## src/hdl/fspl_pkg.sv

```systemverilog
// fspl_pkg: types and constants for the flow state priority list manager
// no dependencies
package fspl_pkg;

  typedef enum logic [2:0] {
    ST_NULL  = 3'd0,
    ST_UNDES = 3'd1,
    ST_UNAV  = 3'd2,
    ST_MON   = 3'd3,
    ST_UNMON = 3'd4
  } flow_state_t;

  typedef enum logic [1:0] {
    CMD_ALLOC    = 2'd0,
    CMD_CHANGE   = 2'd1,
    CMD_READ_DES = 2'd2,
    CMD_READ_UND = 2'd3
  } command_t;

  typedef enum logic [1:0] {
    STAT_OK       = 2'd0,
    STAT_ILLEGAL  = 2'd1,
    STAT_EMPTY    = 2'd2,
    STAT_BEYOND   = 2'd3
  } status_t;

  typedef enum logic [3:0] {
    S_IDLE,
    S_DECODE,
    S_FREE_SCAN,
    S_CHECK,
    S_REM_FIND,
    S_REM_SHIFT,
    S_ENTRY,
    S_INS_FIND,
    S_INS_SHIFT,
    S_ALLOC_SHIFT,
    S_DONE
  } seq_state_t;

  localparam logic [0:0] REG_TEST_MODE = 1'b0;

  // legal[from][to]
  function automatic logic legal_change(input logic [2:0] from, input logic [2:0] to);
    logic r;
    r = 1'b0;
    case (from)
      ST_NULL:  r = (to == ST_UNAV);
      ST_UNDES: r = (to == ST_NULL) || (to == ST_UNAV);
      ST_UNAV:  r = (to == ST_NULL) || (to == ST_UNDES) || (to == ST_MON) || (to == ST_UNMON);
      ST_MON:   r = (to == ST_NULL) || (to == ST_UNDES) || (to == ST_UNAV) || (to == ST_UNMON);
      ST_UNMON: r = (to == ST_NULL) || (to == ST_UNDES) || (to == ST_UNAV) || (to == ST_MON);
      default:  r = 1'b0;
    endcase
    return r;
  endfunction

endpackage

```

## src/hdl/fspl_if.sv

```systemverilog
// fspl_if: valid/ready channel interfaces for request and result
// depends on nothing; payload widths fixed by the field list
interface fspl_req_if;
  logic       valid;
  logic       ready;
  logic [1:0] command;
  logic [3:0] flow_handle;
  logic [2:0] target_state;
  logic [7:0] flow_priority;
  logic [3:0] list_position;
  logic       protocol_open;
  modport source (output valid, command, flow_handle, target_state, flow_priority,
                  list_position, protocol_open, input ready);
  modport sink (input valid, command, flow_handle, target_state, flow_priority,
                list_position, protocol_open, output ready);
endinterface

interface fspl_rsp_if;
  logic       valid;
  logic       ready;
  logic [1:0] status;
  logic [3:0] handle_out;
  logic       enable_flow;
  logic       disable_flow;
  logic       monitoring_started;
  logic       monitoring_stopped;
  logic [4:0] monitored_count;
  logic [4:0] desired_count;
  logic [4:0] undesired_count;
  logic [4:0] free_count;
  modport source (output valid, status, handle_out, enable_flow, disable_flow,
                  monitoring_started, monitoring_stopped, monitored_count,
                  desired_count, undesired_count, free_count, input ready);
  modport sink (input valid, status, handle_out, enable_flow, disable_flow,
                monitoring_started, monitoring_stopped, monitored_count,
                desired_count, undesired_count, free_count, output ready);
endinterface

```

## src/hdl/flow_state_priority_list_manager.sv

```systemverilog
// flow_state_priority_list_manager: top level, sequencer and list storage
// depends on fspl_pkg and fspl_if
//
//  channel | direction | protocol
//  req     | in        | valid/ready, one request per command
//  rsp     | out       | valid/ready, one result per request
//  apb     | in        | apb write/read, register 0 = test_mode
//
// list walks step one entry per cycle through a single shared
// compare/index unit
// free-pool membership check, list removal and sorted insertion each walk a list
// synchronous active-high reset loads the free pool with all entries in index order
// ready is low from acceptance until the result has been taken
module flow_state_priority_list_manager #(
  parameter int NUM_FLOWS     = 16,
  parameter int PRIORITY_BITS = 8
) (
  input  logic        clk,
  input  logic        rst,
  fspl_req_if.sink    req,
  fspl_rsp_if.source  rsp,
  input  logic        psel,
  input  logic        penable,
  input  logic        pwrite,
  input  logic [1:0]  paddr,
  input  logic [31:0] pwdata,
  output logic [31:0] prdata,
  output logic        pready
);
  import fspl_pkg::*;

  localparam int HW = (NUM_FLOWS > 1) ? $clog2(NUM_FLOWS) : 1;
  localparam int CW = $clog2(NUM_FLOWS + 1);
  localparam logic [CW-1:0] NF = CW'(NUM_FLOWS);

  // storage (registers, read at sequencer-chosen index)
  logic [2:0]               entry_state [NUM_FLOWS];
  logic [PRIORITY_BITS-1:0] entry_priority [NUM_FLOWS];
  logic [HW-1:0]            des_list [NUM_FLOWS];
  logic [HW-1:0]            und_list [NUM_FLOWS];
  logic [HW-1:0]            free_pool [NUM_FLOWS];
  logic [CW-1:0]            des_cnt, und_cnt, free_cnt, mon_cnt;
  logic                     test_mode;

  // latched request
  logic [1:0]  cmd;
  logic [3:0]  hdl_in;
  logic [2:0]  tgt;
  logic [PRIORITY_BITS-1:0] prio;
  logic [3:0]  pos;
  logic        open_r;
  logic [2:0]  cur;
  logic        which_des;  // removal list select

  seq_state_t state, state_next;
  logic [CW-1:0] idx;
  logic [HW-1:0] h;
  logic          found;

  // result
  logic [1:0] r_status;
  logic [3:0] r_hout;
  logic r_en, r_dis, r_start, r_stop;

  assign h = hdl_in[HW-1:0];
  assign pready = 1'b1;
  assign prdata = (paddr == 2'b00) ? {31'd0, test_mode} : 32'd0;

  always_ff @(posedge clk) begin
    if (rst) test_mode <= 1'b0;
    else if (psel && penable && pwrite && paddr[1:0] == {1'b0, REG_TEST_MODE})
      test_mode <= pwdata[0];
  end

  // shared compare unit: one list element per cycle
  logic [HW-1:0] idx_h;
  logic          hit_free, hit_rem, ins_stop;
  assign idx_h    = idx[HW-1:0];
  assign hit_free = (32'(hdl_in) < NUM_FLOWS) && (free_pool[idx_h] == h);
  assign hit_rem  = which_des ? (des_list[idx_h] == h) : (und_list[idx_h] == h);
  assign ins_stop = prio < entry_priority[des_list[idx_h]];

  logic tgt_ok;
  assign tgt_ok = (tgt <= ST_UNMON) && (32'(hdl_in) < NUM_FLOWS) &&
                  legal_change(cur, tgt);

  // insertion position held in ins_pos, shift index in sh
  logic [CW-1:0] ins_pos, sh;
  logic [CW-1:0] mon_dec;
  assign mon_dec = (mon_cnt > '0) ? mon_cnt - 1'b1 : mon_cnt;

  // next state
  always_comb begin
    state_next = state;
    case (state)
      S_IDLE:   if (req.valid) state_next = S_DECODE;
      S_DECODE: begin
        if (cmd == CMD_ALLOC) state_next = (free_cnt == '0) ? S_DONE : S_ALLOC_SHIFT;
        else if (cmd == CMD_CHANGE) state_next = S_FREE_SCAN;
        else state_next = S_DONE;
      end
      S_FREE_SCAN: begin
        if (!tgt_ok || cur != ST_NULL || idx >= free_cnt) state_next = S_CHECK;
        else if (hit_free) state_next = S_CHECK;
      end
      S_CHECK: state_next = (!tgt_ok || found) ? S_DONE : S_REM_FIND;
      S_REM_FIND: begin
        if (!found) state_next = S_ENTRY;
        else if (idx >= (which_des ? des_cnt : und_cnt)) state_next = S_ENTRY;
        else if (hit_rem) state_next = S_REM_SHIFT;
      end
      S_REM_SHIFT:
        if (idx + 1'b1 >= (which_des ? des_cnt : und_cnt)) state_next = S_ENTRY;
      S_ENTRY:
        state_next = (tgt == ST_UNAV && (cur == ST_NULL || cur == ST_UNDES) &&
                      des_cnt < NF) ? S_INS_FIND : S_DONE;
      S_INS_FIND:
        if (test_mode || idx >= des_cnt || ins_stop) state_next = S_INS_SHIFT;
      S_INS_SHIFT: if (sh <= ins_pos) state_next = S_DONE;
      S_ALLOC_SHIFT: if (idx + 1'b1 >= free_cnt) state_next = S_DONE;
      S_DONE: if (rsp.ready) state_next = S_IDLE;
      default: state_next = S_IDLE;
    endcase
  end

  // outputs
  always_comb begin
    req.ready = (state == S_IDLE);
    rsp.valid = (state == S_DONE);
  end
  assign rsp.status = r_status;
  assign rsp.handle_out = r_hout;
  assign rsp.enable_flow = r_en;
  assign rsp.disable_flow = r_dis;
  assign rsp.monitoring_started = r_start;
  assign rsp.monitoring_stopped = r_stop;
  assign rsp.monitored_count = 5'(mon_cnt);
  assign rsp.desired_count = 5'(des_cnt);
  assign rsp.undesired_count = 5'(und_cnt);
  assign rsp.free_count = 5'(free_cnt);

  always_ff @(posedge clk) begin
    if (rst) begin
      state <= S_IDLE;
      des_cnt <= '0;
      und_cnt <= '0;
      free_cnt <= NF;
      mon_cnt <= '0;
      for (int i = 0; i < NUM_FLOWS; i++) begin
        entry_state[i] <= ST_NULL;
        free_pool[i] <= HW'(i);
      end
    end else begin
      state <= state_next;
      case (state)
        S_IDLE: if (req.valid) begin
          cmd <= req.command;
          hdl_in <= req.flow_handle;
          tgt <= req.target_state;
          prio <= req.flow_priority[PRIORITY_BITS-1:0];
          pos <= req.list_position;
          open_r <= req.protocol_open;
          cur <= entry_state[req.flow_handle[HW-1:0]];
          r_status <= STAT_OK; r_hout <= '0;
          r_en <= 1'b0; r_dis <= 1'b0; r_start <= 1'b0; r_stop <= 1'b0;
          idx <= '0;
          found <= 1'b0;
        end
        S_DECODE: begin
          if (cmd == CMD_ALLOC) begin
            if (free_cnt == '0) r_status <= STAT_EMPTY;
            else r_hout <= 4'(free_pool[0]);
          end else if (cmd == CMD_READ_DES || cmd == CMD_READ_UND) begin
            if (5'(pos) >= 5'(cmd == CMD_READ_DES ? des_cnt : und_cnt) ||
                32'(pos) >= NUM_FLOWS)
              r_status <= STAT_BEYOND;
            else r_hout <= 4'(cmd == CMD_READ_DES ? des_list[pos[HW-1:0]]
                                                   : und_list[pos[HW-1:0]]);
          end
        end
        S_FREE_SCAN: begin
          if (tgt_ok && cur == ST_NULL && idx < free_cnt && hit_free) found <= 1'b1;
          idx <= idx + 1'b1;
        end
        S_CHECK: begin
          idx <= '0;
          if (!tgt_ok || found) r_status <= STAT_ILLEGAL;
          else begin
            // exit bookkeeping; found now flags "remove from a list"
            found <= 1'b0;
            if (cur == ST_UNDES && (tgt == ST_NULL || tgt == ST_UNAV)) begin
              found <= 1'b1; which_des <= 1'b0;
            end else if (cur >= ST_UNAV && (tgt == ST_NULL || tgt == ST_UNDES)) begin
              found <= 1'b1; which_des <= 1'b1;
            end
            if (cur == ST_MON) begin
              r_dis <= 1'b1;
              mon_cnt <= mon_dec;
              if (open_r && mon_dec == '0) r_stop <= 1'b1;
            end
          end
        end
        S_REM_FIND: if (found) begin
          if (idx < (which_des ? des_cnt : und_cnt)) begin
            if (hit_rem) begin
              if (idx + 1'b1 >= (which_des ? des_cnt : und_cnt)) begin
                if (which_des) des_cnt <= des_cnt - 1'b1;
                else und_cnt <= und_cnt - 1'b1;
              end
            end else idx <= idx + 1'b1;
          end
        end
        S_REM_SHIFT: begin
          if (idx + 1'b1 < (which_des ? des_cnt : und_cnt)) begin
            if (which_des) des_list[idx_h] <= des_list[HW'(idx + 1'b1)];
            else und_list[idx_h] <= und_list[HW'(idx + 1'b1)];
            idx <= idx + 1'b1;
            if (idx + 2'd2 >= (which_des ? des_cnt : und_cnt)) begin
              if (which_des) des_cnt <= des_cnt - 1'b1;
              else und_cnt <= und_cnt - 1'b1;
            end
          end
        end
        S_ENTRY: begin
          entry_state[h] <= tgt;
          idx <= '0;
          case (tgt)
            ST_NULL: if (free_cnt < NF) begin
              free_pool[free_cnt[HW-1:0]] <= h;
              free_cnt <= free_cnt + 1'b1;
            end
            ST_UNDES: if (und_cnt < NF) begin
              und_list[und_cnt[HW-1:0]] <= h;
              und_cnt <= und_cnt + 1'b1;
            end
            ST_UNAV: if (cur == ST_NULL || cur == ST_UNDES) entry_priority[h] <= prio;
            ST_MON: begin
              r_en <= 1'b1;
              if (mon_cnt == '0) r_start <= 1'b1;
              if (mon_cnt < NF) mon_cnt <= mon_cnt + 1'b1;
            end
            default: ;
          endcase
        end
        S_INS_FIND: begin
          if (test_mode || idx >= des_cnt || ins_stop) begin
            ins_pos <= test_mode ? des_cnt : idx;
            sh <= des_cnt;
          end else idx <= idx + 1'b1;
        end
        default: ;
      endcase
      // insertion shift: walk from the tail to the insertion point
      if (state == S_INS_SHIFT) begin
        if (sh > ins_pos) begin
          des_list[sh[HW-1:0]] <= des_list[HW'(sh - 1'b1)];
          sh <= sh - 1'b1;
        end else begin
          des_list[ins_pos[HW-1:0]] <= h;
          des_cnt <= des_cnt + 1'b1;
        end
      end
      // free pool pops its head: shift up, count drops on the last step
      if (state == S_ALLOC_SHIFT) begin
        if (idx + 1'b1 < free_cnt) begin
          free_pool[idx_h] <= free_pool[HW'(idx + 1'b1)];
          idx <= idx + 1'b1;
        end
        if (idx + 1'b1 >= free_cnt) free_cnt <= free_cnt - 1'b1;
      end
    end
  end

`ifndef SYNTH
  a_count_total: assert property (@(posedge clk) disable iff (rst)
    (state == S_IDLE) |-> (32'(des_cnt) + 32'(und_cnt) + 32'(free_cnt) <= NUM_FLOWS))
    else $error("list counts exceed pool");
  a_mon_bound: assert property (@(posedge clk) disable iff (rst)
    32'(mon_cnt) <= NUM_FLOWS) else $error("monitored count overflow");
  a_busy: assert property (@(posedge clk) disable iff (rst)
    (req.valid && req.ready) |=> !req.ready) else $error("accepted while busy");
  a_pulses: assert property (@(posedge clk) disable iff (rst)
    rsp.valid |-> !(rsp.enable_flow && rsp.monitoring_stopped))
    else $error("enable and stop together");
`endif
endmodule
```

## src/flat_wrapper.sv

```systemverilog
// flat-port wrapper written by rule: the top's interface ports become plain ports
module flow_state_priority_list_manager_flat import fspl_pkg::*;
#(
  parameter int NUM_FLOWS     = 16,
  parameter int PRIORITY_BITS = 8
)
  (clk, rst, psel, penable, pwrite, paddr, pwdata, prdata, pready, req_valid, req_command, req_flow_handle, req_target_state, req_flow_priority, req_list_position, req_protocol_open, req_ready, rsp_valid, rsp_status, rsp_handle_out, rsp_enable_flow, rsp_disable_flow, rsp_monitoring_started, rsp_monitoring_stopped, rsp_monitored_count, rsp_desired_count, rsp_undesired_count, rsp_free_count, rsp_ready);
  fspl_req_if req_i ();
  fspl_rsp_if rsp_i ();
  input  logic clk;
  input  logic rst;
  input  logic psel;
  input  logic penable;
  input  logic pwrite;
  input  logic [1:0] paddr;
  input  logic [31:0] pwdata;
  output logic [31:0] prdata;
  output logic pready;
  input wire logic [$bits(req_i.valid)-1:0] req_valid;
  input wire logic [$bits(req_i.command)-1:0] req_command;
  input wire logic [$bits(req_i.flow_handle)-1:0] req_flow_handle;
  input wire logic [$bits(req_i.target_state)-1:0] req_target_state;
  input wire logic [$bits(req_i.flow_priority)-1:0] req_flow_priority;
  input wire logic [$bits(req_i.list_position)-1:0] req_list_position;
  input wire logic [$bits(req_i.protocol_open)-1:0] req_protocol_open;
  output wire logic [$bits(req_i.ready)-1:0] req_ready;
  output wire logic [$bits(rsp_i.valid)-1:0] rsp_valid;
  output wire logic [$bits(rsp_i.status)-1:0] rsp_status;
  output wire logic [$bits(rsp_i.handle_out)-1:0] rsp_handle_out;
  output wire logic [$bits(rsp_i.enable_flow)-1:0] rsp_enable_flow;
  output wire logic [$bits(rsp_i.disable_flow)-1:0] rsp_disable_flow;
  output wire logic [$bits(rsp_i.monitoring_started)-1:0] rsp_monitoring_started;
  output wire logic [$bits(rsp_i.monitoring_stopped)-1:0] rsp_monitoring_stopped;
  output wire logic [$bits(rsp_i.monitored_count)-1:0] rsp_monitored_count;
  output wire logic [$bits(rsp_i.desired_count)-1:0] rsp_desired_count;
  output wire logic [$bits(rsp_i.undesired_count)-1:0] rsp_undesired_count;
  output wire logic [$bits(rsp_i.free_count)-1:0] rsp_free_count;
  input wire logic [$bits(rsp_i.ready)-1:0] rsp_ready;
  assign req_i.valid = req_valid;
  assign req_i.command = req_command;
  assign req_i.flow_handle = req_flow_handle;
  assign req_i.target_state = req_target_state;
  assign req_i.flow_priority = req_flow_priority;
  assign req_i.list_position = req_list_position;
  assign req_i.protocol_open = req_protocol_open;
  assign req_ready = req_i.ready;
  assign rsp_valid = rsp_i.valid;
  assign rsp_status = rsp_i.status;
  assign rsp_handle_out = rsp_i.handle_out;
  assign rsp_enable_flow = rsp_i.enable_flow;
  assign rsp_disable_flow = rsp_i.disable_flow;
  assign rsp_monitoring_started = rsp_i.monitoring_started;
  assign rsp_monitoring_stopped = rsp_i.monitoring_stopped;
  assign rsp_monitored_count = rsp_i.monitored_count;
  assign rsp_desired_count = rsp_i.desired_count;
  assign rsp_undesired_count = rsp_i.undesired_count;
  assign rsp_free_count = rsp_i.free_count;
  assign rsp_i.ready = rsp_ready;
  flow_state_priority_list_manager #(.NUM_FLOWS(NUM_FLOWS), .PRIORITY_BITS(PRIORITY_BITS)) u_core (.clk(clk), .rst(rst), .req(req_i), .rsp(rsp_i), .psel(psel), .penable(penable), .pwrite(pwrite), .paddr(paddr), .pwdata(pwdata), .prdata(prdata), .pready(pready));
endmodule
```

## config.mk

```make
export PLATFORM = sky130hd
export DESIGN_NAME = flow_state_priority_list_manager_flat
export DESIGN_NICKNAME = d
export VERILOG_FILES = /design/src/hdl/fspl_pkg.sv /design/src/hdl/fspl_if.sv /design/src/hdl/flow_state_priority_list_manager.sv /design/src/flat_wrapper.sv
export SDC_FILE = /design/constraint.sdc
export NUM_CORES = 1
export LEC_CHECK = 0
export BUFFER_PORTS_ARGS = -buffer_cell sky130_fd_sc_hd__buf_2
export CAP_MARGIN = 10
export CORE_UTILIZATION = 47
export CTS_CLUSTER_SIZE = 40
export DETAILED_ROUTE_END_ITERATION = 16
export PLACE_DENSITY = 0.6
export SLEW_MARGIN = 25
export SYNTH_ARGS = -nofsm -noshare
export SYNTH_HDL_FRONTEND = slang
export SYNTH_SLANG_ARGS = --single-unit
```

## constraint.sdc

```tcl
create_clock -name clk -period 12.75 [get_ports clk]
set_clock_uncertainty 0.1 [all_clocks]
set_input_delay 0 -clock clk [delete_from_list [all_inputs] [get_ports clk]]
set_output_delay 0 -clock clk [all_outputs]
set_load 0.01 [all_outputs]
```

# After elaboration in Yosys (flattened, before gate mapping)
# Memories as Yosys holds them, arrays and structs flattened. A register that Yosys moved wholly into a read port is not among the register bits.
# Cells that the tools add are included.
# totals
regBits	74
latchBits	0
mem_bits_rw	368
rom_bits	0
in_bits	63
output_inout_bits	65
elab_cells	344
n_memories	5
# op_classes
addsub	11
n_mul	0
div_mod_pow	0
n_lt_le_gt_ge	21
n_eq_ne	53
n_shift	0
mux	165
bitwise	2
reduce_logical	64
# mem_list
name	words	word_bits	rd	rd_ports_with_merged_regs	write_ports	line	rtl
u_core.entry_priority	16	8	1	0	1	flow_state_priority_list_manager.sv:38	logic [PRIORITY_BITS-1:0] entry_priority [NUM_FLOWS];
u_core.des_list	16	4	4	2	1	flow_state_priority_list_manager.sv:39	logic [HW-1:0] des_list [NUM_FLOWS];
u_core.free_pool	16	4	3	1	16	flow_state_priority_list_manager.sv:41	logic [HW-1:0] free_pool [NUM_FLOWS];
u_core.und_list	16	4	3	2	1	flow_state_priority_list_manager.sv:40	logic [HW-1:0] und_list [NUM_FLOWS];
u_core.entry_state	16	3	1	1	16	flow_state_priority_list_manager.sv:37	logic [2:0] entry_state [NUM_FLOWS];
# op_table
op	n
$mux W5	43
$mux W4	37
$mux W1	64
$pmux W4 S11	1
$ne A2 B1 Y1 const B	20
$ge A5 B5 Y1	6
$pmux W5 S6	1
$add A5 B1 Y5 const B	5
$sub A5 B1 Y5 const B	5
$lt A5 B5 Y1	4
$lt A5 B5 Y1 const B	4
$pmux W5 S2	2
$reduce_and A5 Y1	4
$reduce_or A4 Y1	5
$eq A4 B3 Y1 const B	4
$logic_not A5 Y1	3
$pmux W5 S3	1
$logic_or A1 B1 Y1	14
$mux W2	7
$eq A3 B2 Y1 const B	4
$eq A4 B4 Y1	3
$eq A4 B4 Y1 const B	3
$logic_and A1 B1 Y1	12
$reduce_and A6 Y1	2
39 further kinds	62

# Longest topological paths before layout
# depth
depth_word	11
mapped_depth	22
mapped_depth_nobuf	17

# Worst setup path after synthesis
# No wires, ideal clock.
# synth_path
kind	reg-to-reg
startpoint	register u_core.idx[1]
endpoint	memory u_core.free_pool[0][0] (netlist name) (enable)
setup_ns	0.309
t_arrival_ns	4.458
required_time_ns	12.341
setup_slack_ns	7.883
path_stages_with_launch	18
n_path_buf	5
period_less_slack_ns	4.867
path_cell_list	edfxtp_1 ha_1 clkbuf_1 xnor2_1 inv_1 clkbuf_1 clkbuf_1 ha_1 o21a_1 o21a_1 o21ai_0 nor3b_2 nand2_1 clkbuf_1 clkbuf_1 o31ai_1 nand2_1 nand2_1
# synth_rtl
item	line	rtl
from (decl)	flow_state_priority_list_manager.sv:56	logic [CW-1:0] idx;
from (signal assigned)	flow_state_priority_list_manager.sv:183	idx <= idx + 1'b1;
from (signal assigned)	flow_state_priority_list_manager.sv:210	end else idx <= idx + 1'b1;
from (signal assigned)	flow_state_priority_list_manager.sv:217	idx <= idx + 1'b1;
to (decl)	flow_state_priority_list_manager.sv:41	

==> results.md <==
- Status: complete, no violations
- Worst Setup EP: u_core.ins_pos[4]$_DFFE_PP_
- Syn-to-layout area delta: 11.8%
- Reg2reg setup slack: 6330 ps
- Root Buffer: clkbuf_16
- PostCTS Resize Cnt: 0
- Worst endpoint required time: ~13000 ps
- Drt via density: 6.19
- Final WS setup: 6330 ps
- Sequential power share: 0.327
- Routability Congestion: 0.894
- Switching portion of total power: 0.374
- Routed Antenna Nets: 0
- Yosys top cell area share: 0.502
- DP HPWL: around 45000 microns
- Drt drc: 0
- Actual slew at the worst max-slew pin: 1060 ps
- Clock Latency Late Sink: 610 ps
- Yosys reg bits: about 450
- RR Endpoint: u_core.ins_pos[4]$_DFFE_PP_
- Fin. Hold Viols: 0
- Critical Path Fanout Max: 54
- Hold Crit Class: input pin to register
- CTS tree: built
- Dpl ws: 6290 ps
- Area contributors post-synth: edfxtp_1 50%, mux4_2 15%, nand2_1 4.1%
- Peak supply drop: between 0.15 and 0.2 mV
- CTS Buf Count: 50
- Sequential element share of the synthesized area: 0.528
- Clock power frac: 0.245
- Mapped Avg Cell Area: ~13 sq um
- Die ar.: 54400 sq um
- Fin crit share: 0.504
- Synth async-reset ratio: 0
- Most frequent cells in the layout: 420 x edfxtp_1, 274 x nand2_1, 163 x mux4_2, 148 x nor2_1, 66 x mux2i_1
- # hold bufs at CTS: 32
- Post-layout nets: 2180
- Die H: 233 microns
- Mapped Cells: 1997
- Starting Density: 0.478
- Worst-path clk slew: around 60 ps
- Via count: approximately 17000
- Post-Route WL: 67400 microns
- Combinational Power Share: 0.428
- Iteration-0 DRC Markers: 1624
- Unrepaired setup endpoints after global routing: false
- Pint: 3.83 mW
- Final Setup Violations: 0
- PD cells: 218 nW/um^2
- Wire per inst: 24.2 microns
- Most common cell after layout, fill and taps aside: edfxtp_1
- Cell area after synthesis: 25100 sq um
- Port buffer count: 64
- Clock Path Buffers: 3
- Layout cells sized above 1: 0.202
- Dominant cell type by area after synthesis: edfxtp_1
- Number of synthesized flops with an enable pin: 420
- First-pass iteration count of the detailed router: 6
- F_max: 156 MHz
- Largest net degree at the start of global routing: 56
- CTS sink cnt: 453
- # fillers: 4400
- Switching power: 2.29 mW
- Grt total ovfl: 0
- Tmin final: 6420 ps
- Synth Flop Type: edfxtp_1
- WS Path Type: register to register
- Rows: 84
- Total track usage: 0.251
- Maxcap violations: 0
- Post-CTS setup buffers: 0
- Setup crit end kind: register
- Critical path startpoint category: register
- Worst reg2reg path depth: 16
- Ant. Diodes: 0
- First-pass GRT wire length: 103000 microns
- Count of cell types in the netlist: 86
- Die W: 233 microns
- TNS Setup: 0 ps
- I/O pin count: 128
- Initial antenna violation count: 0
- Fin. max-slew vios: 0
- Slew HR: 0.289
- Arrival time worst endpoint: 6580 ps
- Hold slack final: ~25 ps
- YS warnings: 0
- Vias in the first global route: 16573
- H-tree levels: 2
- Lkg Pwr: 9.82 nW
- Core ar.: 52700 sq um
worst min path at each step:
stage,cells after the start,slack [ps],to,from
finish,2,30,u_core.tgt[1]$_DFFE_PP_,req_target_state[1]
global route,2,20,u_core.cmd[0]$_DFFE_PP_,req_command[0]
CTS,2,0.8,u_core.tgt[2]$_DFFE_PP_,req_target_state[2]
detailed placement,1,80,u_core.tgt[2]$_DFFE_PP_,req_target_state[2]
global placement,1,80,u_core.prio[5]$_DFFE_PP_,req_flow_priority[5]
floorplan,0,-1,u_core.cmd[0]$_DFFE_PP_,req_command[0]
cell usage after synthesis, types with 11 or more instances:
library cell / number
a311oi_1: 27
nor4_1: 15
nand2_1: 274
edfxtp_1: 420
nand3_1: 48
nor2b_1: 24
a22oi_1: 11
mux4_2: 163
dfxtp_1: 33
a31oi_1: 19
buf_4: 34
clkbuf_1: 93
and3_1: 33
mux2_2: 12
ha_1: 58
or2_2: 16
a21o_1: 26
mux2i_1: 68
nor3_1: 55
inv_1: 45
buf_1: 23
a21oi_1: 57
o21ai_0: 56
nand2b_1: 14
and2_1: 42
nor2_1: 148
xnor2_1: 25
worst max-delay path, cell delays in order, from the launching register on:
cell,delay (ps)
dfxtp_2,310
buf_4,510
mux4_2,400
mux2i_1,540
mux2_2,290
buf_4,500
nand2_1,120
and3_1,190
a311oi_1,250
a21oi_1,90
a21o_1,210
ha_1,290
a2111oi_0,510
o211ai_1,310
o21ai_1,300
nand3_1,510
nor2_1,560
kinds of logic (layout without fill, tap and decap cells):
family                     count (synthesis)  in the layout  synth area share
AOI/OAI and AO/OA                        277            277            0.0742
xor gates and xnor gates                  30             30            0.0104
adders and majority gates                 59             59            0.0297
buffers and inverters                    212            284            0.0398
DFF                                      453            453             0.528
muxes                                    247            247             0.182
other                                      2             32          0.000299
and+or+nand+nor                          717            717             0.136
cell type report:
type / instances / area [sq um] / share of cell area
inverter: 46 / 173 / 0.00614
tap: 688 / 861 / 0.0306
multi-input combinational: 1362 / 11100 / 0.395
timing repair buffer: 145 / 1010 / 0.0359
clock inverter: 40 / 438 / 0.0156
clock buffer: 53 / 1260 / 0.0449
sequential: 453 / 13300 / 0.472
stage by stage:
stage / cell area [sq um] / cells / power, mW / util
finish: 28100 / 2787 / 6.12 / 0.534
global route: 28100 / 2787 / 6.44 / 0.534
floorplan: 25300 / 2027 / 3.88 / -
CTS: 28100 / 2787 / 6.15 / 0.534
global placement: 26100 / 2662 / 4.59 / 0.495
detailed placement: 26100 / 2662 / 4.63 / 0.496
layer usage:
metal / wire (microns) / track usage / share of wire / up-vias
met5: 0 / 0 / 0 / -
met2: 32100 / 0.406 / 0.48 / 749
met3: 5070 / 0.0387 / 0.075 / 107
met1: 28500 / 0.353 / 0.42 / 8663
met4: 1630 / 0.0676 / 0.024 / 0
li1: - / - / - / 7721
power by group through the flow:
| stage | Sequential [mW] | Combinational (mW) | Clock (mW) |
|---|---|---|---|
| after detailed placement | 2.03 | 2.60 | 0 |
| after global routing | 2.01 | 2.85 | 1.58 |
| final | 2.00 | 2.62 | 1.50 |
| after CTS | 2.00 | 2.62 | 1.53 |
| after global placement | 2.03 | 2.57 | 0 |
| after floorplan | 1.96 | 1.92 | 0 |
flip-flops by register name, summed over array words and instances (netlist names), 8 cells and up, named ones only:
register	count
u_core.free_pool	64
u_core.und_list	64
u_core.entry_state	48
u_core.entry_priority	128
u_core.des_list	64
u_core.prio	8
(Power assumes the default switching activity.)
